File: config.mk
export PLATFORM = sky130hd
export DESIGN_NAME = hsvba_div_step
export DESIGN_NICKNAME = d
export VERILOG_FILES = /design/src/sv/hsvba_pkg.sv /design/src/sv/hsvba_div_step.sv
export SDC_FILE = /design/constraint.sdc
export NUM_CORES = 1
export LEC_CHECK = 0
export BUFFER_PORTS_ARGS = -buffer_cell sky130_fd_sc_hd__clkbuf_2
export CAP_MARGIN = 5
export CORE_MARGIN = 4
export CORE_UTILIZATION = 30
export CTS_BUF_LIST = sky130_fd_sc_hd__clkbuf_8
export DETAILED_ROUTE_END_ITERATION = 16
export SLEW_MARGIN = 20
export SYNTH_ARGS = -nofsm -noshare
export SYNTH_HDL_FRONTEND = slang
export SYNTH_SLANG_ARGS = --single-unit
File: constraint.sdc
create_clock -name clk -period 1.7 [get_ports clk]
set_input_delay 0.255 -clock clk [delete_from_list [all_inputs] [get_ports clk]]
set_output_delay 0.255 -clock clk [all_outputs]
set_load 0.05 [all_outputs]
File: src/sv/hsvba_pkg.sv
// ----------------------------------------------------------------------------
// HSV brightness adjust package
// Shared widths, constants, configuration register indexes and pipeline
// data types.
// ----------------------------------------------------------------------------
package hsvba_pkg;

    localparam int CHAN_W       = 16;
    localparam int VNEW_W       = CHAN_W + 1;
    localparam int GAIN_W       = 16;
    localparam int BIAS_W       = 10;
    localparam int PROD_W       = GAIN_W + CHAN_W;
    localparam int GAIN_FRAC    = 12;
    localparam int BIAS_SHIFT   = 8;
    localparam int SUM_W        = 22;
    localparam int DIVIDEND_W   = CHAN_W + VNEW_W;
    localparam int DIV_STEPS    = VNEW_W;
    localparam int LANES        = 3;
    localparam int FRONT_STAGES = 4;
    localparam int NUM_STAGES   = FRONT_STAGES + DIV_STEPS + 1;
    localparam int CFG_IDX_W    = 1;
    localparam int CFG_DATA_W   = 16;

    localparam logic [GAIN_W-1:0] GAIN_ONE   = GAIN_W'(4096);
    localparam logic [BIAS_W-1:0] BIAS_ZERO  = '0;
    localparam logic [VNEW_W-1:0] FULL_SCALE = VNEW_W'(65536);

    localparam logic [CFG_IDX_W-1:0] CFG_GAIN = 1'b0;
    localparam logic [CFG_IDX_W-1:0] CFG_BIAS = 1'b1;

    localparam int LANE_BLUE  = 0;
    localparam int LANE_GREEN = 1;
    localparam int LANE_RED   = 2;

    typedef struct packed {
        logic [CHAN_W-1:0] blue;
        logic [CHAN_W-1:0] green;
        logic [CHAN_W-1:0] red;
        logic [CHAN_W-1:0] alpha;
    } pix_t;

    typedef struct packed {
        pix_t              pix;
        logic [CHAN_W-1:0] vmax;
        logic [VNEW_W-1:0] vnew;
        logic              bypass;
    } side_t;

    typedef struct packed {
        logic [CHAN_W-1:0] rem;
        logic [VNEW_W-1:0] low;
    } div_t;

    typedef div_t [LANES-1:0] lanes_t;

endpackage

File: src/sv/hsvba_div_step.sv
// ----------------------------------------------------------------------------
// HSV brightness adjust divider step
// One restoring division stage for the three colour lanes, producing one
// quotient bit per lane, with the pixel sideband carried alongside.
// ----------------------------------------------------------------------------
module hsvba_div_step (
    input  logic               clk,
    input  logic               rst_n,
    input  logic               en,
    input  logic               in_valid,
    input  hsvba_pkg::side_t   in_side,
    input  hsvba_pkg::lanes_t  in_lanes,
    output logic               out_valid,
    output hsvba_pkg::side_t   out_side,
    output hsvba_pkg::lanes_t  out_lanes
);
    import hsvba_pkg::*;

    logic              valid_reg;
    side_t             side_reg;
    lanes_t            lanes_reg;
    lanes_t            lanes_next;
    logic [VNEW_W-1:0] trial [LANES];
    logic [VNEW_W-1:0] diff  [LANES];
    logic              fits  [LANES];

    always_comb
    begin
        for (int i = 0; i < LANES; i++)
        begin
            trial[i] = {in_lanes[i].rem, in_lanes[i].low[VNEW_W-1]};
            diff[i]  = trial[i] - {1'b0, in_side.vmax};
            fits[i]  = trial[i] >= {1'b0, in_side.vmax};
            lanes_next[i].rem = fits[i] ? diff[i][CHAN_W-1:0] : trial[i][CHAN_W-1:0];
            lanes_next[i].low = {in_lanes[i].low[VNEW_W-2:0], fits[i]};
        end
    end

    always_ff @(posedge clk or negedge rst_n)
    begin
        if (!rst_n)
        begin
            valid_reg <= 1'b0;
        end
        else if (en)
        begin
            valid_reg <= in_valid;
        end
    end

    always_ff @(posedge clk)
    begin
        if (en)
        begin
            side_reg  <= in_side;
            lanes_reg <= lanes_next;
        end
    end

    assign out_valid = valid_reg;
    assign out_side  = side_reg;
    assign out_lanes = lanes_reg;

endmodule

==> flow_metrics.env <==
export IMPL_outcome="finished with violations"
export IMPL_failed_checks="setup timing"
export IMPL_irDropWorstVdd_mv=0.474
export IMPL_crit_fanout=7
export IMPL_port_buffers=398
export IMPL_fp_row_count=62
export IMPL_synth_edf_count=197
export IMPL_fmax_ghz=0.479
export IMPL_hold_class="input port to flip-flop"
export IMPL_dieArea_mm2=0.0325
export IMPL_synth_distinct_cells=60
export IMPL_finalCritPeriodShare=1.23
export IMPL_fin_ws_ns=-0.386
export IMPL_routed_via_density=4.74
export IMPL_arrival_ns=2.35
export IMPL_clk_latency_ns=0.50
export IMPL_grt_pass1_vias=8474
export IMPL_synth_avg_cell_area_um2=15.3
export IMPL_cts_buffer_depth=2
export IMPL_pwr_density_cell_mw_per_mm2=943
export IMPL_antenna_found_initial=4
export IMPL_final_cell_area_mm2=0.0156
export IMPL_syn_nets=836
export IMPL_nFillCells=2431
export IMPL_synth_area_leaders="edfxtp_1 (66%), ha_1 (6.7%), mux2_2 (5.1%), xnor2_1 (2.4%), a21oi_1 (1.9%)"
export IMPL_drc=0
export IMPL_cts_buffers=17
export IMPL_cts_sinks=198
export IMPL_clkSlewWorstSetupHoldPaths_ns=0.12
export IMPL_synth_main_ff_cell="edfxtp_1"
export IMPL_synth_top_area_share=0.664
export IMPL_vias=8105
export IMPL_finalClockSkew_ns=0
export IMPL_finalHoldViolCount=0
export IMPL_start_kind="input port"
export IMPL_r2r_start="out_valid"
export IMPL_critPathKind="input port to flip-flop"
export IMPL_async_flop_share=0.00505
export IMPL_multi_input_area_mm2=0.00355
export IMPL_crit_path_end_kind="flip-flop"
export IMPL_start_util=0.307
export IMPL_ant_nets=0
export IMPL_antennaDiodeCount=0
export IMPL_holdWs_ns=0.0590
export IMPL_gp_congestion=0.921
export IMPL_synth_area_leader_cell="edfxtp_1"
export IMPL_cts_htree_levels=4
export IMPL_pin_count=399
export IMPL_worstHoldStart="in_lanes[82]"
export IMPL_period_needed_ns=2.09
export IMPL_yosysMostFrequentCell="edfxtp_1"
export IMPL_slew_headroom=0.721
export IMPL_wire_per_inst_um=21.0
export IMPL_fin_nets=1566
export IMPL_ys_warn_count=0
export IMPL_worstMarginPinSlew_ns=0.418
export IMPL_syn_area_mm2=0.00891
export IMPL_syn2layout_area_growth_pct=75.0
export IMPL_die_x_um=180
export IMPL_cts_root_buffer="clkbuf_8"
export IMPL_seqCellArea_mm2=0.00594
export IMPL_drtIter0Drc=381
export IMPL_cap_violations=0
export IMPL_grt_overflow_total=0
export IMPL_synth_seq_cells=198
export IMPL_cp_required_ns=1.96
export IMPL_synth_common_cells="edfxtp_1 (197), ha_1 (48), mux2_2 (40)"
export IMPL_core_mm2=0.0290
export IMPL_setup_viol=50
export IMPL_drive_gt1_frac=0.557
export IMPL_rsz0062_at_grt="true"
export IMPL_preCtsSetupSlack_ns=-0.922
export IMPL_setup_tns_ns=-13.26
export IMPL_grt_max_degree=40
export IMPL_dpl_cell_area_mm2=0.0126
export IMPL_synth_cells=584
export IMPL_dp_hpwl_um=26200
export IMPL_finalPower_mw=14.7
export IMPL_die_h_um=180
export IMPL_postRouteWirelength_um=35900
export IMPL_cts_tree="yes"
export IMPL_drtPass1Iterations=5
export IMPL_ys_seq_area_frac=0.667
export IMPL_grt_pass1_wl_um=52600
export IMPL_grt_usage=0.212
export IMPL_crit_start="in_side[32]"
export IMPL_final_max_slew_viol_count=0
export IMPL_leakagePower_nw=6.91
-- critical path, stage by stage --
cell	delay (ns)
clkbuf_2	0.12
clkinvlp_4	0.21
buf_6	0.19
ha_4	0.23
a21o_1	0.17
a211o_1	0.29
a31oi_1	0.20
o21ai_2	0.11
buf_6	0.14
buf_8	0.13
mux2_4	0.30
-- cell families after synthesis --
kind of cell	share of synthesized area
simple gates	0.0540
xor+xnor	0.0325
compound gates	0.0989
mux	0.0579
buf+inv	0.0156
flops	0.667
fa+ha+maj	0.0742
-- worst paths after layout --
| kind | to | slack, ns | depth (start not counted) |
|---|---|---|---|
| max | out_lanes[54] | -0.39 | 11 |
| min | out_lanes[83] | 0.06 | 3 |
| max reg2reg | out_valid | 0.94 | 1 |
| min reg2reg | out_valid | 0.54 | 1 |
| max in group asynchronous | out_valid | 1.55 | 2 |
| min in group asynchronous | out_valid | 0.07 | 2 |
-- state kept, by name, indices dropped and copies added (netlist names) --
| signal | flops |
|---|---|
| out_lanes | 99 |
| out_side | 98 |
| out_valid | 1 |
-- power breakdown --
group	switching [mW]	leakage [nW]	internal, mW
logic	3.18	4.75	1.98
registers	0.160	1.94	5.94
clock network	2.13	0.219	1.30
total	5.47	6.91	9.23
-- cell usage in the layout, fill, tap and decap left out, drive strengths merged, types with 4 or more instances in the layout --
cell           n
xor2           9
and3           7
nand2         16
o21ai         16
nand2b         8
mux2          41
inv           29
clkbuf       409
clkinv         5
edfxtp       197
xnor2         24
o31a           5
buf          178
clkinvlp       7
a31oi         18
dlygate4sd3  147
ha            48
nor2b          6
a211oi         6
nor2          29
o21a           9
nand3          4
nor3           6
a21oi         34
mux2i          5
a21o          15
-- per-layer routing --
| layer | global-route usage | vias to the layer above | share of wire |
|---|---|---|---|
| li1 | - | 3733 | - |
| met2 | 0.359 | 350 | 0.49 |
| met5 | 0 | - | 0.0015 |
| met1 | 0.253 | 3938 | 0.40 |
| met4 | 0.0977 | 8 | 0.046 |
| met3 | 0.0571 | 76 | 0.065 |
-- per-stage QoR --
stage / instances / utilization
5_1_grt: 1711 / 0.537
3_3_place_gp: 1509 / 0.436
6_report: 1711 / 0.537
3_5_place_dp: 1509 / 0.436
2_1_floorplan: 584 / -
4_1_cts: 1702 / 0.524
-- repair_timing --
item | in CTS | in global routing
endpoints found under the hold margin | 147 | 0
hold buffers | 147 | 0
setup buffers | 14 | 9
gates cloned | 1 | 0
gates resized for setup | 100 | 67
endpoints found under the setup margin | 50 | 51
pin swaps | 37 | 32
-- area by class of cell --
class / count / share of cell area
Tap cell: 384 / 0.0308
Clock buffer: 17 / 0.0150
Inverter: 27 / 0.00859
Sequential cell: 198 / 0.381
Timing Repair Buffer: 717 / 0.323
Clock inverter: 15 / 0.0137
Multi-Input combinational cell: 353 / 0.228
(Power assumes the default switching activity.)
