--- config.mk ---
export PLATFORM = sky130hd
export DESIGN_NAME = hsvba_front
export DESIGN_NICKNAME = d
export VERILOG_FILES = /design/src/sv/hsvba_pkg.sv /design/src/sv/hsvba_front.sv
export SDC_FILE = /design/constraint.sdc
export NUM_CORES = 2
export LEC_CHECK = 0
export BUFFER_PORTS_ARGS = -buffer_cell sky130_fd_sc_hd__buf_2
export CAP_MARGIN = 20
export CORE_ASPECT_RATIO = 1.5
export CORE_UTILIZATION = 65
export DETAILED_ROUTE_END_ITERATION = 10
export PLACE_DENSITY_LB_ADDON = 0.05
export SYNTH_ARGS = -nofsm -noshare
export SYNTH_HDL_FRONTEND = slang
export SYNTH_SLANG_ARGS = --single-unit
--- constraint.sdc ---
create_clock -name clk -period 14.8 [get_ports clk]
set_input_delay 0.74 -clock clk [delete_from_list [all_inputs] [get_ports clk]]
set_output_delay 0.74 -clock clk [all_outputs]
set_load 0.005 [all_outputs]
--- src/sv/hsvba_pkg.sv ---
// ----------------------------------------------------------------------------
// HSV brightness adjust package
// Shared widths, constants, configuration register indexes and pipeline
// data types.
// ----------------------------------------------------------------------------
package hsvba_pkg;

    localparam int CHAN_W       = 16;
    localparam int VNEW_W       = CHAN_W + 1;
    localparam int GAIN_W       = 16;
    localparam int BIAS_W       = 10;
    localparam int PROD_W       = GAIN_W + CHAN_W;
    localparam int GAIN_FRAC    = 12;
    localparam int BIAS_SHIFT   = 8;
    localparam int SUM_W        = 22;
    localparam int DIVIDEND_W   = CHAN_W + VNEW_W;
    localparam int DIV_STEPS    = VNEW_W;
    localparam int LANES        = 3;
    localparam int FRONT_STAGES = 4;
    localparam int NUM_STAGES   = FRONT_STAGES + DIV_STEPS + 1;
    localparam int CFG_IDX_W    = 1;
    localparam int CFG_DATA_W   = 16;

    localparam logic [GAIN_W-1:0] GAIN_ONE   = GAIN_W'(4096);
    localparam logic [BIAS_W-1:0] BIAS_ZERO  = '0;
    localparam logic [VNEW_W-1:0] FULL_SCALE = VNEW_W'(65536);

    localparam logic [CFG_IDX_W-1:0] CFG_GAIN = 1'b0;
    localparam logic [CFG_IDX_W-1:0] CFG_BIAS = 1'b1;

    localparam int LANE_BLUE  = 0;
    localparam int LANE_GREEN = 1;
    localparam int LANE_RED   = 2;

    typedef struct packed {
        logic [CHAN_W-1:0] blue;
        logic [CHAN_W-1:0] green;
        logic [CHAN_W-1:0] red;
        logic [CHAN_W-1:0] alpha;
    } pix_t;

    typedef struct packed {
        pix_t              pix;
        logic [CHAN_W-1:0] vmax;
        logic [VNEW_W-1:0] vnew;
        logic              bypass;
    } side_t;

    typedef struct packed {
        logic [CHAN_W-1:0] rem;
        logic [VNEW_W-1:0] low;
    } div_t;

    typedef div_t [LANES-1:0] lanes_t;

endpackage

--- src/sv/hsvba_front.sv ---
// ----------------------------------------------------------------------------
// HSV brightness adjust front end
// Four pipeline stages: maximum of the colour channels, gain multiply,
// bias add with clamp, and the per-channel products that feed the divider.
// ----------------------------------------------------------------------------
module hsvba_front (
    input  logic                            clk,
    input  logic                            rst_n,
    input  logic [hsvba_pkg::FRONT_STAGES-1:0] en,
    input  logic                            in_valid,
    input  hsvba_pkg::pix_t                 in_pix,
    input  logic [hsvba_pkg::GAIN_W-1:0]    gain,
    input  logic [hsvba_pkg::BIAS_W-1:0]    bias,
    output logic [hsvba_pkg::FRONT_STAGES-1:0] valid,
    output hsvba_pkg::side_t                out_side,
    output hsvba_pkg::lanes_t               out_lanes
);
    import hsvba_pkg::*;

    logic [FRONT_STAGES-1:0] valid_reg;
    logic [FRONT_STAGES-1:0] valid_next;

    pix_t              pix1_reg;
    logic [CHAN_W-1:0] max1_reg;
    logic              byp1_reg;
    logic [CHAN_W-1:0] max_next;
    logic              byp_next;

    pix_t              pix2_reg;
    logic [CHAN_W-1:0] max2_reg;
    logic              byp2_reg;
    logic [PROD_W-1:0] prod2_reg;
    logic [PROD_W-1:0] prod_next;

    pix_t              pix3_reg;
    logic [CHAN_W-1:0] max3_reg;
    logic              byp3_reg;
    logic [VNEW_W-1:0] vnew3_reg;
    logic signed [SUM_W-1:0] sum_next;
    logic [VNEW_W-1:0] vnew_next;

    side_t             side4_reg;
    lanes_t            lanes4_reg;
    lanes_t            lanes_next;
    logic [DIVIDEND_W-1:0] dividend [LANES];
    logic [CHAN_W-1:0] chan [LANES];

    always_comb
    begin
        max_next = in_pix.red;
        if (in_pix.green > max_next)
        begin
            max_next = in_pix.green;
        end
        if (in_pix.blue > max_next)
        begin
            max_next = in_pix.blue;
        end
        byp_next = (gain == GAIN_ONE) && (bias == BIAS_ZERO);
    end

    assign prod_next = {{GAIN_W{1'b0}}, max1_reg} * {{CHAN_W{1'b0}}, gain};

    always_comb
    begin
        sum_next = $signed({2'b00, prod2_reg[PROD_W-1:GAIN_FRAC]})
                 + $signed({{(SUM_W-BIAS_W-BIAS_SHIFT){bias[BIAS_W-1]}}, bias,
                            {BIAS_SHIFT{1'b0}}});
        if (sum_next < 0)
        begin
            vnew_next = '0;
        end
        else if (sum_next > $signed({{(SUM_W-VNEW_W){1'b0}}, FULL_SCALE}))
        begin
            vnew_next = FULL_SCALE;
        end
        else
        begin
            vnew_next = sum_next[VNEW_W-1:0];
        end
    end

    always_comb
    begin
        chan[LANE_BLUE]  = pix3_reg.blue;
        chan[LANE_GREEN] = pix3_reg.green;
        chan[LANE_RED]   = pix3_reg.red;
        for (int i = 0; i < LANES; i++)
        begin
            dividend[i] = {{VNEW_W{1'b0}}, chan[i]} * {{CHAN_W{1'b0}}, vnew3_reg};
            lanes_next[i].rem = dividend[i][DIVIDEND_W-1:VNEW_W];
            lanes_next[i].low = dividend[i][VNEW_W-1:0];
        end
    end

    always_comb
    begin
        valid_next = valid_reg;
        if (en[0])
        begin
            valid_next[0] = in_valid;
        end
        for (int s = 1; s < FRONT_STAGES; s++)
        begin
            if (en[s])
            begin
                valid_next[s] = valid_reg[s-1];
            end
        end
    end

    always_ff @(posedge clk or negedge rst_n)
    begin
        if (!rst_n)
        begin
            valid_reg <= '0;
        end
        else
        begin
            valid_reg <= valid_next;
        end
    end

    always_ff @(posedge clk)
    begin
        if (en[0])
        begin
            pix1_reg <= in_pix;
            max1_reg <= max_next;
            byp1_reg <= byp_next;
        end
        if (en[1])
        begin
            pix2_reg  <= pix1_reg;
            max2_reg  <= max1_reg;
            byp2_reg  <= byp1_reg;
            prod2_reg <= prod_next;
        end
        if (en[2])
        begin
            pix3_reg  <= pix2_reg;
            max3_reg  <= max2_reg;
            byp3_reg  <= byp2_reg;
            vnew3_reg <= vnew_next;
        end
        if (en[3])
        begin
            side4_reg.pix    <= pix3_reg;
            side4_reg.vmax   <= max3_reg;
            side4_reg.vnew   <= vnew3_reg;
            side4_reg.bypass <= byp3_reg;
            lanes4_reg       <= lanes_next;
        end
    end

    assign valid     = valid_reg;
    assign out_side  = side4_reg;
    assign out_lanes = lanes4_reg;

endmodule

==> results_dict.tcl <==
set metrics [dict create \
    status "completed" \
    synth_cells 4722 \
    yosys_register_bits 481 \
    crit_top_cell "fa_1" \
    tightest_slew_ps 958 \
    stdcell_area_mm2 0.0549 \
    routed_wl_um 120000 \
    grt_max_degree 88 \
    startpoint_type "register" \
    ys_warn_count 0 \
    ys_seq_area_share_pct 28.2 \
    htreeDepth 2 \
    rsz0062_at_grt "false" \
    crit_arrival_ps 7600 \
    endpoint_kind "register" \
    portBuffers 297 \
    crit_slowest_cell "edfxtp_1" \
    slew_violations 0 \
    wl_per_cell_um 20.1 \
    drive_above_1_share_pct 8.68 \
    viasPerCell 5.69 \
    synth_area_per_cell_um2 10.8 \
    ys_top_cells_by_area "fa_1 32%, edfxtp_1 28%, ha_1 11%, inv_1 7.1%, and2_1 6.3%" \
    reg2reg_from "vnew3_reg[14]$_SDFFCE_PP0P_" \
    max_slew_margin_pct 36.2 \
    min_period_ps 7190 \
    clock_latency_ps 660 \
    hp-start "in_pix[10]" \
    yosysTopAreaCell "fa_1" \
    first_global_vias 37100 \
    finalHoldViolations 0 \
    largest_register_ffs 99 \
    synth_cell_types 79 \
    finalSetupViolCount 0 \
    cts_tree "built" \
    core_mm2 0.0776 \
    drc 0 \
    clkSinkCount 481 \
    placed_area_mm2 0.0534 \
    fmax_mhz 139 \
    grt_use_total_pct 31.6 \
    critical_path.max_fanout 27 \
    final.setup_skew_ps 42.1 \
    grt.overflow.total 0 \
    final_util_pct 70.8 \
    syn-cell-area_mm2 0.0511 \
    cap_violations 0 \
    ys_async_sr_fraction_pct 0.832 \
    dieWidth_um 231 \
    clockBufferDepth 3 \
    cts_root_buf "clkbuf_16" \
    finalCritPeriodShare_pct 48.6 \
    yosysTopAreaCellShare_pct 32.1 \
    nets 6295 \
    synth_nets 6098 \
    die_area_mm2 0.0797 \
    synth_edf_count 477 \
    ant_nets 0 \
    required_ps 15210 \
    path_delay_family "adder cells" \
    initial_core_util_pct 65.8 \
    critPathBufInv 4 \
    crit_start "vnew3_reg[14]$_SDFFCE_PP0P_" \
    dpl.hpwl_um 91100 \
    die_y_um 345 \
    vias 34000 \
    grt_first_pass_wirelength_um 193000 \
    drt_first_pass_iters 5 \
    tns_ps 0 \
    path_cells "buf_4 > nand2_1 > fa_1 > fa_1 > inv_1 > fa_1 > fa_1 > fa_1 > inv_1 > fa_1 > inv_1 > ha_1 > and3_1 > and3_1 > nor2b_1 > a32oi_1 > a31oi_1 > a311o_1 > a21o_1 > a21oi_2 > xnor2_1" \
    slowest_delay_ps 930 \
    finalWeightedCongestion 0.944 \
    post_cts.repair.setup_buffers 0 \
    clk_pin_slew_ps 60 \
    hp-class "primary input to register" \
    cts_inserted_buffers 47 \
    crit_type "register to register" \
    dr.first_iter.drc_count 2064 \
    ios 298 \
    synthFlopType "edfxtp_1" \
    rows 125 \
    antenna_found_initial 5 \
    syn2layout_area_growth_pct 7.58 \
]
==> worst paths after layout <==
path	to	slack (ps)	depth (start not counted)
min in group asynchronous	valid[0]$_DFFE_PN0P_	440	2
min	pix1_reg[10]$_DFFE_PP_	280	1
max reg2reg	out_lanes[95]$_DFFE_PP_	7610	21
max	out_lanes[95]$_DFFE_PP_	7610	21
max in group asynchronous	valid[1]$_DFFE_PN0P_	14230	2
min reg2reg	chan[23]$_DFFE_PP_	390	0
==> metal layers <==
layer,track usage [%],vias up,wire (µm)
met5,0,-,56
met4,16.9,10,7050
met3,4.36,354,6890
met2,57.1,1115,63800
met1,36.0,17400,42100
li1,-,15100,-
==> per-stage QoR <==
stage	cells	setup WS, ps	hold WS, ps
finish	5972	7610	278
global route	5970	7390	257
CTS	5970	7630	242
detailed placement	5885	7660	405
global placement	5885	7770	401
floorplan	4722	8440	400
==> layout make-up <==
| type | count | area, µm² |
|---|---|---|
| Tap cell | 1016 | 1270 |
| Fill cell | 5918 | 22600 |
| Multi-Input combinational cell | 3094 | 32300 |
| Clock inverter | 34 | 355 |
| Timing Repair Buffer | 330 | 1750 |
| Sequential cell | 481 | 14400 |
| Antenna cell | 2 | 5.00 |
| Inverter | 965 | 3620 |
| Clock buffer | 50 | 1190 |
==> worst reg2reg max path, cell delays in order, from the launching register on <==
cell,delay [ps]
edfxtp_1,930
buf_4,480
nand2_1,160
fa_1,520
fa_1,540
inv_1,60
fa_1,500
fa_1,510
fa_1,510
inv_1,50
fa_1,480
inv_1,40
ha_1,330
and3_1,210
and3_1,200
nor2b_1,140
a32oi_1,210
a31oi_1,200
a311o_1,440
a21o_1,210
a21oi_2,150
xnor2_1,70
==> Yosys cell counts (4+ instances only) <==
cell,number
o31a_1,4
a221oi_1,4
xnor2_1,68
and3_1,11
o21ai_0,54
and4_1,6
nor4_1,12
nand4_1,18
dfrtp_1,4
mux2i_1,32
fa_1,818
nand2b_1,11
o21ai_1,5
or3_1,4
nand2_1,616
nor2_1,70
and2_1,513
a21oi_1,101
xor2_1,38
a21o_1,49
edfxtp_1,477
clkbuf_1,174
nor3_1,30
o211ai_1,8
a31oi_1,11
mux2_2,6
o21a_1,23
inv_1,965
ha_1,461
nand3_1,15
nor2b_1,18
a211oi_1,9
o21bai_1,10
nand3b_1,4
==> what timing repair did <==
| action | 4_1_cts | 5_1_grt |
|---|---|---|
| hold endpoints to repair | 4 | 0 |
| gates resized for setup | 0 | 0 |
| hold buffers | 1 | 0 |
==> logic make-up after synthesis <==
family / after synthesis / share of synthesized area [%]
AO/OA/AOI/OAI: 326 / 4.20
XOR/XNOR: 106 / 1.82
adder cells (fa/ha/maj): 1279 / 43.4
buffers and inverters: 1147 / 8.47
flip-flops: 481 / 28.2
multiplexers: 38 / 0.760
AND/OR/NAND/NOR: 1345 / 13.1
==> cell usage in the layout, fill, tap and decap left out, drive strengths merged, types with 8 or more instances in the layout <==
cell	instances
clkbuf	50
and2	514
xor2	38
a21oi	104
o211ai	8
and3	11
nor2	71
o21a	23
nor4	13
clkinv	18
edfxtp	477
nand2	616
a31oi	11
a211oi	10
o21bai	10
nor2b	18
ha	461
xnor2	68
mux2i	32
buf	329
fa	818
inv	975
nand2b	11
nand4	18
o21ai	62
nand3	15
a21o	50
nor3	30
Power is left out: the tool's default activity adds up to more than one toggle a clock period on the data nets, which glitch-free logic cannot reach.
