[src/sv/hsvba_pkg.sv]
// ----------------------------------------------------------------------------
// HSV brightness adjust package
// Shared widths, constants, configuration register indexes and pipeline
// data types.
// ----------------------------------------------------------------------------
package hsvba_pkg;

    localparam int CHAN_W       = 16;
    localparam int VNEW_W       = CHAN_W + 1;
    localparam int GAIN_W       = 16;
    localparam int BIAS_W       = 10;
    localparam int PROD_W       = GAIN_W + CHAN_W;
    localparam int GAIN_FRAC    = 12;
    localparam int BIAS_SHIFT   = 8;
    localparam int SUM_W        = 22;
    localparam int DIVIDEND_W   = CHAN_W + VNEW_W;
    localparam int DIV_STEPS    = VNEW_W;
    localparam int LANES        = 3;
    localparam int FRONT_STAGES = 4;
    localparam int NUM_STAGES   = FRONT_STAGES + DIV_STEPS + 1;
    localparam int CFG_IDX_W    = 1;
    localparam int CFG_DATA_W   = 16;

    localparam logic [GAIN_W-1:0] GAIN_ONE   = GAIN_W'(4096);
    localparam logic [BIAS_W-1:0] BIAS_ZERO  = '0;
    localparam logic [VNEW_W-1:0] FULL_SCALE = VNEW_W'(65536);

    localparam logic [CFG_IDX_W-1:0] CFG_GAIN = 1'b0;
    localparam logic [CFG_IDX_W-1:0] CFG_BIAS = 1'b1;

    localparam int LANE_BLUE  = 0;
    localparam int LANE_GREEN = 1;
    localparam int LANE_RED   = 2;

    typedef struct packed {
        logic [CHAN_W-1:0] blue;
        logic [CHAN_W-1:0] green;
        logic [CHAN_W-1:0] red;
        logic [CHAN_W-1:0] alpha;
    } pix_t;

    typedef struct packed {
        pix_t              pix;
        logic [CHAN_W-1:0] vmax;
        logic [VNEW_W-1:0] vnew;
        logic              bypass;
    } side_t;

    typedef struct packed {
        logic [CHAN_W-1:0] rem;
        logic [VNEW_W-1:0] low;
    } div_t;

    typedef div_t [LANES-1:0] lanes_t;

endpackage

[src/sv/hsvba_back.sv]
// ----------------------------------------------------------------------------
// HSV brightness adjust back end
// Selects the quotient, the new value for a black pixel or the untouched
// input, applies the channel and alpha limits, and holds the output register.
// ----------------------------------------------------------------------------
module hsvba_back (
    input  logic                        clk,
    input  logic                        rst_n,
    input  logic                        en,
    input  logic                        in_valid,
    input  hsvba_pkg::side_t            in_side,
    input  hsvba_pkg::lanes_t           in_lanes,
    output logic                        out_valid,
    output hsvba_pkg::pix_t             out_pix
);
    import hsvba_pkg::*;

    logic              valid_reg;
    pix_t              pix_reg;
    pix_t              pix_next;
    logic [CHAN_W-1:0] chan   [LANES];
    logic [VNEW_W-1:0] pick   [LANES];
    logic [CHAN_W-1:0] result [LANES];

    always_comb
    begin
        chan[LANE_BLUE]  = in_side.pix.blue;
        chan[LANE_GREEN] = in_side.pix.green;
        chan[LANE_RED]   = in_side.pix.red;
        for (int i = 0; i < LANES; i++)
        begin
            if (in_side.bypass)
            begin
                pick[i] = {1'b0, chan[i]};
            end
            else if (in_side.vmax == '0)
            begin
                pick[i] = in_side.vnew;
            end
            else
            begin
                pick[i] = in_lanes[i].low;
            end
            result[i] = pick[i][VNEW_W-1] ? {CHAN_W{1'b1}} : pick[i][CHAN_W-1:0];
            if (!in_side.bypass && (result[i] > in_side.pix.alpha))
            begin
                result[i] = in_side.pix.alpha;
            end
        end
        pix_next.blue  = result[LANE_BLUE];
        pix_next.green = result[LANE_GREEN];
        pix_next.red   = result[LANE_RED];
        pix_next.alpha = in_side.pix.alpha;
    end

    always_ff @(posedge clk or negedge rst_n)
    begin
        if (!rst_n)
        begin
            valid_reg <= 1'b0;
        end
        else if (en)
        begin
            valid_reg <= in_valid;
        end
    end

    always_ff @(posedge clk)
    begin
        if (en)
        begin
            pix_reg <= pix_next;
        end
    end

    assign out_valid = valid_reg;
    assign out_pix   = pix_reg;

endmodule

[config.mk]
export PLATFORM = sky130hd
export DESIGN_NAME = hsvba_back
export DESIGN_NICKNAME = d
export VERILOG_FILES = /design/src/sv/hsvba_pkg.sv /design/src/sv/hsvba_back.sv
export SDC_FILE = /design/constraint.sdc
export NUM_CORES = 1
export LEC_CHECK = 0
export BUFFER_PORTS_ARGS = -buffer_cell sky130_fd_sc_hd__buf_2
export CAP_MARGIN = 10
export CORE_ASPECT_RATIO = 1.1
export CORE_UTILIZATION = 45
export CTS_CLUSTER_SIZE = 12
export DETAILED_ROUTE_END_ITERATION = 6
export PLACE_DENSITY_LB_ADDON = 0.08
export SETUP_SLACK_MARGIN = 0.2
export SYNTH_ARGS = -nofsm -noshare
export SYNTH_HDL_FRONTEND = slang
export SYNTH_SLANG_ARGS = --single-unit
[constraint.sdc]
create_clock -name clk -period 0.99 [get_ports clk]
set_clock_uncertainty 0.1 [all_clocks]
set_input_delay 0.297 -clock clk [delete_from_list [all_inputs] [get_ports clk]]
set_output_delay 0.297 -clock clk [all_outputs]
set_load 0.005 [all_outputs]
==> qor.csv, run 1 <==
metric;value;unit
Yosys top cell area share;38.7;%
clock power share;34.6;%
final wirelength;17600;um
Max Clk Rate;0.299;GHz
GRT overflow;0;
clk_lat worst skew;0.33;ns
Worst Path Arrival;3.33;ns
initial antenna violation count;0;
Starting DRT DRC Count;213;
Synth-to-Final Area Change;62.8;%
static leakage;3.75;nW
Core Region;10600;um^2
Die Area;11500;um^2
Die H;112;um
Final ANT Viol Nets;0;
Pwr per Cell Area;1220;nW/um^2
Global Route met3 Usage;5.48;%
Hold Slack;0.0984;ns
DR vias;5106;
Setup crit end kind;register;
Synth Net Count;694;
gr usage total;30.4;%
met2 GRT Util;54.4;%
Worst Hold Class;input pin to register;
Syn Inst Count;445;
max-cap check violation count;0;
Setup-failing EPs final;113;
routing usage on met1;36.2;%
CTS buffer count;9;
first-pass GRT wire length;26100;um
Total Power;9.86;mW
RSZ-0062 raised after global routing;yes;
post-synthesis sequential area ratio;39.2;%
switching power;2.67;mW
# nets final;1031;
largest family of logic cells by synthesized area;simple AND/OR/NAND/NOR gates;
sw frac;27.1;%
ratio of cells with drive above 1 in the final layout;60.6;%
hpwl dp;13400;um
Diodes inserted;0;
simple-gate share of the synthesized area;17.1;%
largest net degree at the start of global routing;30;
Port Buf Inserts;217;
Avg Inst Size Synth;11.2;um^2
failing checks;setup timing;
#FFs+latches synth;65;
row count;39;
CP required;0.97;ns
post-synthesis mux area share;11.8;%
power share of the sequential group;35.2;%
Syn. warnings;0;
CP Launch Type;input pin;
Most Crowded Layer GR;met2;
Synth Cell Area;4970;um^2
Max FO, Critical Path;7;
number of global-route vias before repair;5231;
internal power;7.19;mW
Compound-Gate Fraction of Synth Area;14.4;%
Synth area leaders;edfxtp_1 39%, ha_1 12%, mux2_2 5.7%, nor3_1 5.6%, o31ai_2 4.8%;
Setup WS post-layout;-2.36;ns
DRT Pass-1 Iters;5;
synth unique cells;38;
worst slew margin relative to its limit;73.3;%
reg2reg setup slack;0.14;ns
Top Ports;266;
Post-Synth Adder-Cell Area;12.1;%
starting density of the core;47.0;%
CP Class;input pin to register;
CTS tree;yes;
pre-CTS setup slack;-2.81;ns
fin. max-slew vios;0;
Combinational Power Share;30.2;%
wire per inst;18.9;um
RePlAce Congestion;0.881;
final std cells w/o fill;930;
fin area;8090;um^2
vias per cell;5.49;
part of the cycle the worst path needs;338;%
# DRC;0;
Area after DPL;7020;um^2
status;finished, violations left;
Bufs on Longest Clock Path;2;
CTS root buf;clkbuf_16;
Hold Vio Cnt, Final;0;
xor/xnor cell area share of the yosys netlist;0;%
Synth area leader;edfxtp_1;
die extent in x;102;um
minimum clock period;3.35;ns
clock sink total;65;
Reg clk slew, reported paths;0.06;ns
# placed instances;879;
H-tree depth;3;
Peak VDD IR;1.10;mV
Worst Max-Slew Pin Slew;0.397;ns
## power groups by stage
stage          Clock (mW)  Sequential (mW)  Combinational (mW)
2_1_floorplan           0             3.56                1.19
6_report             3.41             3.47                2.98
4_1_cts              3.44             3.47                2.87
5_1_grt              3.53             3.50                3.20
3_5_place_dp            0             3.52                2.61
3_3_place_gp            0             3.52                2.58
## worst paths after layout
path,start,end,depth (start not counted)
max in group asynchronous,rst_n,out_valid$_DFFE_PN0P_,2
hold reg to reg,out_valid$_DFFE_PN0P_,out_valid$_DFFE_PN0P_,1
min in group asynchronous,rst_n,out_valid$_DFFE_PN0P_,2
hold / removal,in_side[39],out_pix[5]$_DFFE_PP_,1
setup reg to reg,out_valid$_DFFE_PN0P_,out_valid$_DFFE_PN0P_,1
setup / recovery,in_side[20],out_pix[54]$_DFFE_PP_,16
## per-layer routing
metal | vias to the layer above | share of wire (%)
met5 | - | 0
met4 | 0 | 2.2
met3 | 32 | 6.3
met2 | 228 | 52
met1 | 2438 | 40
li1 | 2408 | -
## flip-flops by register name (all words and copies together), names as in the netlist
register and flops:
out_pix 64, out_valid 1
## placed cells by master (no fill, tap or decap), drive strengths merged, types with 2 or more instances in the layout
| cell | instances |
|---|---|
| clkbuf | 13 |
| nor2b | 3 |
| a21oi | 19 |
| and4 | 4 |
| a21boi | 3 |
| bufinv | 2 |
| mux2 | 46 |
| clkinvlp | 2 |
| nand2 | 53 |
| edfxtp | 64 |
| buf | 354 |
| a21o | 7 |
| o211ai | 3 |
| o31ai | 45 |
| mux2i | 3 |
| inv | 16 |
| ha | 48 |
| nor4 | 5 |
| nand3 | 8 |
| o31a | 4 |
| a211oi | 2 |
| nand4 | 9 |
| nor3 | 66 |
| o41a | 2 |
## synth_stat cells (all sizes together)
cell / count
nor3: 66
nor4: 5
ha: 48
mux2i: 3
buf: 13
nand3: 8
o31ai: 45
edfxtp: 64
a211oi: 2
inv: 16
a221o: 1
a21o: 7
nor2b: 3
nand4: 9
a21oi: 19
mux2: 46
clkbuf: 18
o211ai: 3
dfrtp: 1
and4: 4
o41a: 2
nor2: 1
o31a: 4
nand2: 53
a21boi: 3
o21ai: 1
## critical path, cell delays in order
cell,delay (ns)
buf_2,0.11
nor4_4,0.28
buf_4,0.17
nand4_4,0.12
buf_12,0.18
buf_4,0.14
nor3_4,0.17
buf_6,0.14
o31ai_2,0.07
ha_1,0.32
nand4_1,0.15
nor3_2,0.06
a21boi_2,0.15
o41a_1,0.43
buf_4,0.18
mux2_1,0.34
## cells by family after synthesis
family	Yosys count
compound gates	87
fa+ha+maj	48
buf+inv	47
flops	65
mux	49
simple gates	149
## final cells by class
type | count | area, um^2
sequential | 65 | 1950
multi-input combinational | 333 | 3110
fill | 746 | 2490
timing repair buffer | 357 | 2490
tap | 143 | 179
clock buffer | 11 | 233
clock inverter | 5 | 80.1
inverter | 16 | 60.1
## repair_timing
item	CTS	global route
resized for setup	65	22
pin swaps	19	13
cloned	1	2
hold buffers	1	0
endpoints found under the setup margin	114	114
endpoints found under the hold margin	1	0
buffers inserted	21	10
## stage by stage
step | setup TNS, ns | util [%]
2_1_floorplan | -107.39 | -
3_3_place_gp | -133.38 | 66.3
3_5_place_dp | -138.15 | 66.3
4_1_cts | -123.40 | 74.1
5_1_grt | -133.56 | 76.4
6_report | -126.46 | 76.4
Power figures use the tool's default switching activity.
==> run 2, diff against run 1 <==
--- a/config.mk
+++ b/config.mk
@@ -8,6 +8,7 @@
 export BUFFER_PORTS_ARGS = -buffer_cell sky130_fd_sc_hd__buf_2
 export CAP_MARGIN = 10
 export CORE_ASPECT_RATIO = 1.1
+export CORE_MARGIN = 2
 export CORE_UTILIZATION = 45
 export CTS_CLUSTER_SIZE = 12
 export DETAILED_ROUTE_END_ITERATION = 6
==> run 2 against run 1 <==
  * Critical path type unchanged
  * Sequential share of layout area shrank 0.10 points
  * Wire length grew 2.9%
  * First-iteration DRC count grew 14%
  * The run still ends with setup timing left
  * Fmax shrank 3.0%
  * Global-route usage shrank 1.2 points
  * Worst setup slack lost 0.10 ns
  * Non-clock buffer count grew 4
  * Sequential power is essentially flat
  * Highest routed layer unchanged
==> qor.csv, run 2 (synthesized netlist as in run 1, its figures left out) <==
metric;value;unit;change
worst slew margin relative to its limit;68.5;%;was 73.3%
Setup WS post-layout;-2.46;ns;was -2.36 ns
Setup-failing EPs final;113;;unchanged
static leakage;3.76;nW;was 3.75 nW
Port Buf Inserts;217;;unchanged
FF-to-FF path depth;1;;unchanged
Core Region;10900;um^2;was 10,600 um^2
Diodes inserted;0;;unchanged
Total Power;9.71;mW;was 9.86 mW
DR vias;5143;;was 5,106
hpwl dp;13500;um;was 13,400 um
ratio of cells with drive above 1 in the final layout;61.6;%;was 60.6%
fin. max-slew vios;0;;unchanged
RSZ-0062 raised after global routing;yes;;unchanged
Starting DRT DRC Count;242;;was 213
Max Clk Rate;0.290;GHz;was 0.299 GHz
number of global-route vias before repair;5298;;was 5,231
fin util;74.8;%;was 76.4%
Top Ports;266;;unchanged
starting density of the core;45.8;%;was 47.0%
final std cells w/o fill;938;;was 930
worst hold path depth;2;;was 1
FF-to-FF End;out_valid$_DFFE_PN0P_;;unchanged
minimum clock period;3.45;ns;was 3.35 ns
CTS root buf;clkbuf_16;;unchanged
DRT Pass-1 Iters;5;;unchanged
CTS tree;yes;;unchanged
die extent in x;104;um;was 102 um
row count;40;;was 39
Worst Max-Slew Pin Slew;0.473;ns;was 0.397 ns
Max FO, Critical Path;6;;was 7
RePlAce Congestion;0.890;;was 0.881
Worst Hold Class;input pin to register;;unchanged
Synth-to-Final Area Change;63.5;%;was 62.8%
# placed instances;892;;was 879
Die H;114;um;was 112 um
final wirelength;18100;um;was 17,600 um
reg2reg setup slack;0.16;ns;was 0.14 ns
Pwr per Cell Area;1190;nW/um^2;was 1220 nW/um^2
Worst Path Arrival;3.44;ns;was 3.33 ns
# DRC;0;;unchanged
CP Class;input pin to register;;unchanged
Hold Slack;0.0956;ns;was 0.0984 ns
GRT overflow;0;;unchanged
pre-CTS setup slack;-2.83;ns;was -2.81 ns
Bufs on Longest Clock Path;2;;unchanged
Hold Crit Start;in_valid;;was in_side[39]
status;finished, violations left;;unchanged
CP required;0.97;ns;about the same
CP Launch Type;input pin;;unchanged
number of flip-flops in the largest register;64;;unchanged
wire per inst;19.3;um;was 18.9 um
Worst R2R Start;out_valid$_DFFE_PN0P_;;unchanged
first-pass GRT wire length;26700;um;was 26,100 um
clk_lat worst skew;0.33;ns;about the same
CTS buffer count;9;;unchanged
max-cap check violation count;0;;unchanged
# nets final;1035;;was 1,031
WHS Endpoint;out_valid$_DFFE_PN0P_;;was out_pix[5]$_DFFE_PP_
Critical Path Source;in_side[25];;was in_side[20]
largest net degree at the start of global routing;43;;was 30
initial antenna violation count;0;;unchanged
Setup crit end kind;register;;unchanged
Peak VDD IR;0.651;mV;was 1.10 mV
commonest non-fill, non-tap cells in the layout;212 x buf_2, 112 x buf_4, 64 x edfxtp_1;;was 208 x buf_2, 108 x buf_4, 64 x edfxtp_1
Final ANT Viol Nets;0;;unchanged
clock sink total;65;;unchanged
Setup TNS;-130.55;ns;was -126.46 ns
part of the cycle the worst path needs;349;%;was 338%
Area after DPL;7050;um^2;was 7020 um^2
vias per cell;5.48;;was 5.49
gr usage total;29.3;%;was 30.4%
Hold Vio Cnt, Final;0;;unchanged
Die Area;11900;um^2;was 11,500 um^2
H-tree depth;3;;unchanged
most common library cell in the layout ignoring fill and taps;buf_2;;unchanged
Reg clk slew, reported paths;0.05;ns;was 0.06 ns
fin area;8130;um^2;was 8090 um^2
failing checks;setup timing;;unchanged
-- run 2: final cells by class --
| type | instances | area (um^2) |
|---|---|---|
| Multi-Input combinational cell | 333 | 3140 |
| Clock inverter | 3 | 40.0 |
| Tap cell | 147 | 184 |
| Inverter | 16 | 60.1 |
| Timing Repair Buffer | 361 | 2510 |
| Fill cell | 789 | 2730 |
| Clock buffer | 13 | 250 |
| Sequential cell | 65 | 1950 |
-- run 2: worst max path at each step --
| stage | endpoint |
|---|---|
| after CTS | out_pix[24]$_DFFE_PP_ |
| after global routing | out_pix[34]$_DFFE_PP_ |
| after floorplan | out_pix[38]$_DFFE_PP_ |
| final | out_pix[29]$_DFFE_PP_ |
| after global placement | out_pix[30]$_DFFE_PP_ |
| after detailed placement | out_pix[38]$_DFFE_PP_ |
-- run 2: power breakdown --
group	leakage (nW)	internal [mW]	switching (mW)	total (mW)
Clock	0.144	2.01	1.17	3.18
Sequential	0.639	3.39	0.0826	3.47
Combinational	2.98	1.63	1.42	3.05
-- run 2: critical path: stages --
cell     delay, ns
buf_6         0.10
nor4_4        0.34
and4_4        0.33
buf_6         0.14
buf_12        0.10
buf_16        0.11
nor3_4        0.04
o31ai_2       0.28
ha_1          0.30
nand4_1       0.18
nor3_2        0.06
buf_4         0.13
buf_4         0.12
a21oi_1       0.11
o41a_1        0.28
buf_6         0.20
mux2_4        0.31
-- run 2: what timing repair did --
action                     4_1_cts  5_1_grt
pin swaps                       10       19
gates cloned                     2        3
gates resized for setup         79       20
setup endpoints to repair      114      130
buffers inserted                17        7
hold endpoints to repair         1        0
hold buffers                     1        0
-- run 2: routing by layer --
| layer | up-vias | GRT usage (%) | wire, um |
|---|---|---|---|
| met5 | - | 0 | 0 |
| li1 | 2413 | - | - |
| met3 | 42 | 4.50 | 1010 |
| met2 | 230 | 52.7 | 9310 |
| met1 | 2458 | 34.6 | 7230 |
| met4 | 0 | 13.4 | 582 |
==> run 3, diff against run 2 <==
--- a/config.mk
+++ b/config.mk
@@ -10,6 +10,7 @@
 export CORE_ASPECT_RATIO = 1.1
 export CORE_MARGIN = 2
 export CORE_UTILIZATION = 45
+export CTS_BUF_LIST = sky130_fd_sc_hd__clkbuf_16
 export CTS_CLUSTER_SIZE = 12
 export DETAILED_ROUTE_END_ITERATION = 6
 export PLACE_DENSITY_LB_ADDON = 0.08
==> run 3 against run 2 <==
  * The flow still finishes with violations (setup timing)
  * Hold slack worse by 0.0041 ns
  * Fmax up 1.5%
  * Die area is the same
  * Critical path type unchanged
  * Largest cell class unchanged
  * Highest routed layer unchanged
==> qor.csv, run 3 (synthesized netlist as in run 1, its figures left out) <==
metric;value;unit;change
status;finished, violations left;;unchanged
failing checks;setup timing;;unchanged
Worst Hold Class;input pin to register;;unchanged
Port Buf Inserts;217;;unchanged
met2 GRT Util;52.3;%;was 52.7%
cell family with most CP delay;compound AO/OA/AOI/OAI gates;;was simple AND/OR/NAND/NOR gates
Reg clk slew, reported paths;0.05;ns;about the same
GRT overflow;0;;unchanged
minimum clock period;3.40;ns;was 3.45 ns
RePlAce Congestion;0.890;;unchanged
part of the cycle the worst path needs;344;%;was 349%
CP required;0.98;ns;was 0.97 ns
Max Clk Rate;0.294;GHz;was 0.290 GHz
clk_lat worst skew;0.34;ns;was 0.33 ns
Peak VDD IR;0.666;mV;was 0.651 mV
clock sink total;65;;unchanged
Synth-to-Final Area Change;62.0;%;was 63.5%
Final ANT Viol Nets;0;;unchanged
FF-to-FF End;out_valid$_DFFE_PN0P_;;unchanged
Max FO, Critical Path;14;;was 6
Setup WS post-layout;-2.41;ns;was -2.46 ns
Most Crowded Layer GR;met2;;unchanged
largest net degree at the start of global routing;43;;unchanged
vias per cell;5.51;;was 5.48
WP buf/inv;3;;was 7
gr usage total;29.2;%;was 29.3%
Diodes inserted;0;;unchanged
CP dominant cell by count;buf_6;;unchanged
ratio of cells with drive above 1 in the final layout;62.1;%;was 61.6%
die extent in x;104;um;unchanged
Worst path slowest cell;o41a_1;;was nor4_4
H-tree depth;3;;unchanged
DR vias;5160;;was 5,143
Hold Vio Cnt, Final;0;;unchanged
CTS tree;yes;;unchanged
critical path's largest stage delay;0.50;ns;was 0.34 ns
FF-to-FF path depth;1;;unchanged
Pwr per Cell Area;1190;nW/um^2;about the same
fin. max-slew vios;0;;unchanged
RSZ-0062 raised after global routing;yes;;unchanged
most common library cell in the layout ignoring fill and taps;buf_2;;unchanged
Core Region;10900;um^2;unchanged
wire per inst;19.5;um;was 19.3 um
static leakage;3.75;nW;was 3.76 nW
Starting DRT DRC Count;302;;was 242
number of global-route vias before repair;5263;;was 5,298
Worst Path Arrival;3.39;ns;was 3.44 ns
worst slew margin relative to its limit;65.4;%;was 68.5%
Global Route met3 Usage;5.12;%;was 4.50%
number of flip-flops in the largest register;64;;unchanged
max-cap check violation count;0;;unchanged
cell chain of the critical path;buf_6 -> nor4_4 -> and4_4 -> buf_12 -> nor3_1 -> o31ai_2 -> ha_1 -> a21oi_1 -> nand2_1 -> a21o_1 -> o41a_1 -> buf_6 -> mux2_4;;was buf_6 -> nor4_4 -> and4_4 -> buf_6 -> buf_12 -> buf_16 -> nor3_4 -> o31ai_2 -> ha_1 -> nand4_1 -> nor3_2 -> buf_4 -> buf_4 -> a21oi_1 -> o41a_1 -> buf_6 -> mux2_4
Top Ports;266;;unchanged
CP Launch Type;input pin;;unchanged
fin util;74.2;%;was 74.8%
Die Area;11900;um^2;unchanged
Setup crit end kind;register;;unchanged
commonest non-fill, non-tap cells in the layout;212 x buf_2, 112 x buf_4, 64 x edfxtp_1;;unchanged
# nets final;1033;;was 1,035
CTS root buf;clkbuf_16;;unchanged
CP Class;input pin to register;;unchanged
# placed instances;892;;unchanged
# DRC;0;;unchanged
routing usage on met1;34.5;%;was 34.6%
Die H;114;um;unchanged
initial antenna violation count;0;;unchanged
first-pass GRT wire length;26600;um;was 26,700 um
DRT Pass-1 Iters;5;;unchanged
Hold Crit Start;in_valid;;unchanged
Worst Max-Slew Pin Slew;0.520;ns;was 0.473 ns
final wirelength;18200;um;was 18,100 um
reg2reg setup slack;0.16;ns;about the same
hpwl dp;13500;um;unchanged
starting density of the core;45.8;%;unchanged
Bufs on Longest Clock Path;2;;unchanged
row count;40;;unchanged
Total Power;9.62;mW;was 9.71 mW
worst hold path depth;2;;unchanged
Worst R2R Start;out_valid$_DFFE_PN0P_;;unchanged
final std cells w/o fill;936;;was 938
WHS Endpoint;out_valid$_DFFE_PN0P_;;unchanged
CTS buffer count;9;;unchanged
Setup-failing EPs final;113;;unchanged
-- run 3: stage by stage --
stage               TNS [ns]  hold WS (ns)  worst slack, ns  instance area, um^2
floorplan            -107.39       -0.0986            -2.33                 5020
global placement     -136.38       -0.0278            -2.73                 7050
detailed placement   -141.16       -0.0268            -2.83                 7050
CTS                  -126.48        0.0903            -2.34                 7740
global route         -135.02        0.0993            -2.51                 8060
finish               -128.97        0.0916            -2.41                 8060
-- run 3: area by class of cell --
class / count / area (um^2)
multi-input cells: 333 / 3150
fillers: 775 / 2810
repair buffers: 359 / 2430
flip-flops and latches: 65 / 1950
clock buffers: 9 / 225
well taps: 147 / 184
inverters: 16 / 60.1
clock inverters: 7 / 55.1
-- run 3: worst max path at each step --
stage,endpoint,depth (start not counted),start
floorplan,out_pix[38]$_DFFE_PP_,14,in_side[27]
global placement,out_pix[30]$_DFFE_PP_,13,in_side[27]
detailed placement,out_pix[38]$_DFFE_PP_,13,in_side[27]
CTS,out_pix[49]$_DFFE_PP_,14,in_side[27]
global route,out_pix[35]$_DFFE_PP_,14,in_side[25]
finish,out_pix[29]$_DFFE_PP_,13,in_side[25]
-- run 3: report_power, final --
group          internal, mW  total (mW)  switching, mW
Combinational          1.65        3.07           1.43
Clock                  1.90        3.07           1.17
Sequential             3.39        3.48         0.0835
-- run 3: repair_timing --
action	in CTS	in global routing
pin swaps	19	24
resized for setup	70	36
buffers inserted	13	11
hold buffers	1	0
endpoints found under the setup margin	114	120
cloned	0	3
endpoints found under the hold margin	1	0
-- run 3: routing by layer --
| layer | wire [um] | share of wire (%) |
|---|---|---|
| met2 | 9300 | 51 |
| met3 | 1200 | 6.6 |
| met1 | 7060 | 39 |
| met5 | 0 | 0 |
| met4 | 654 | 3.6 |
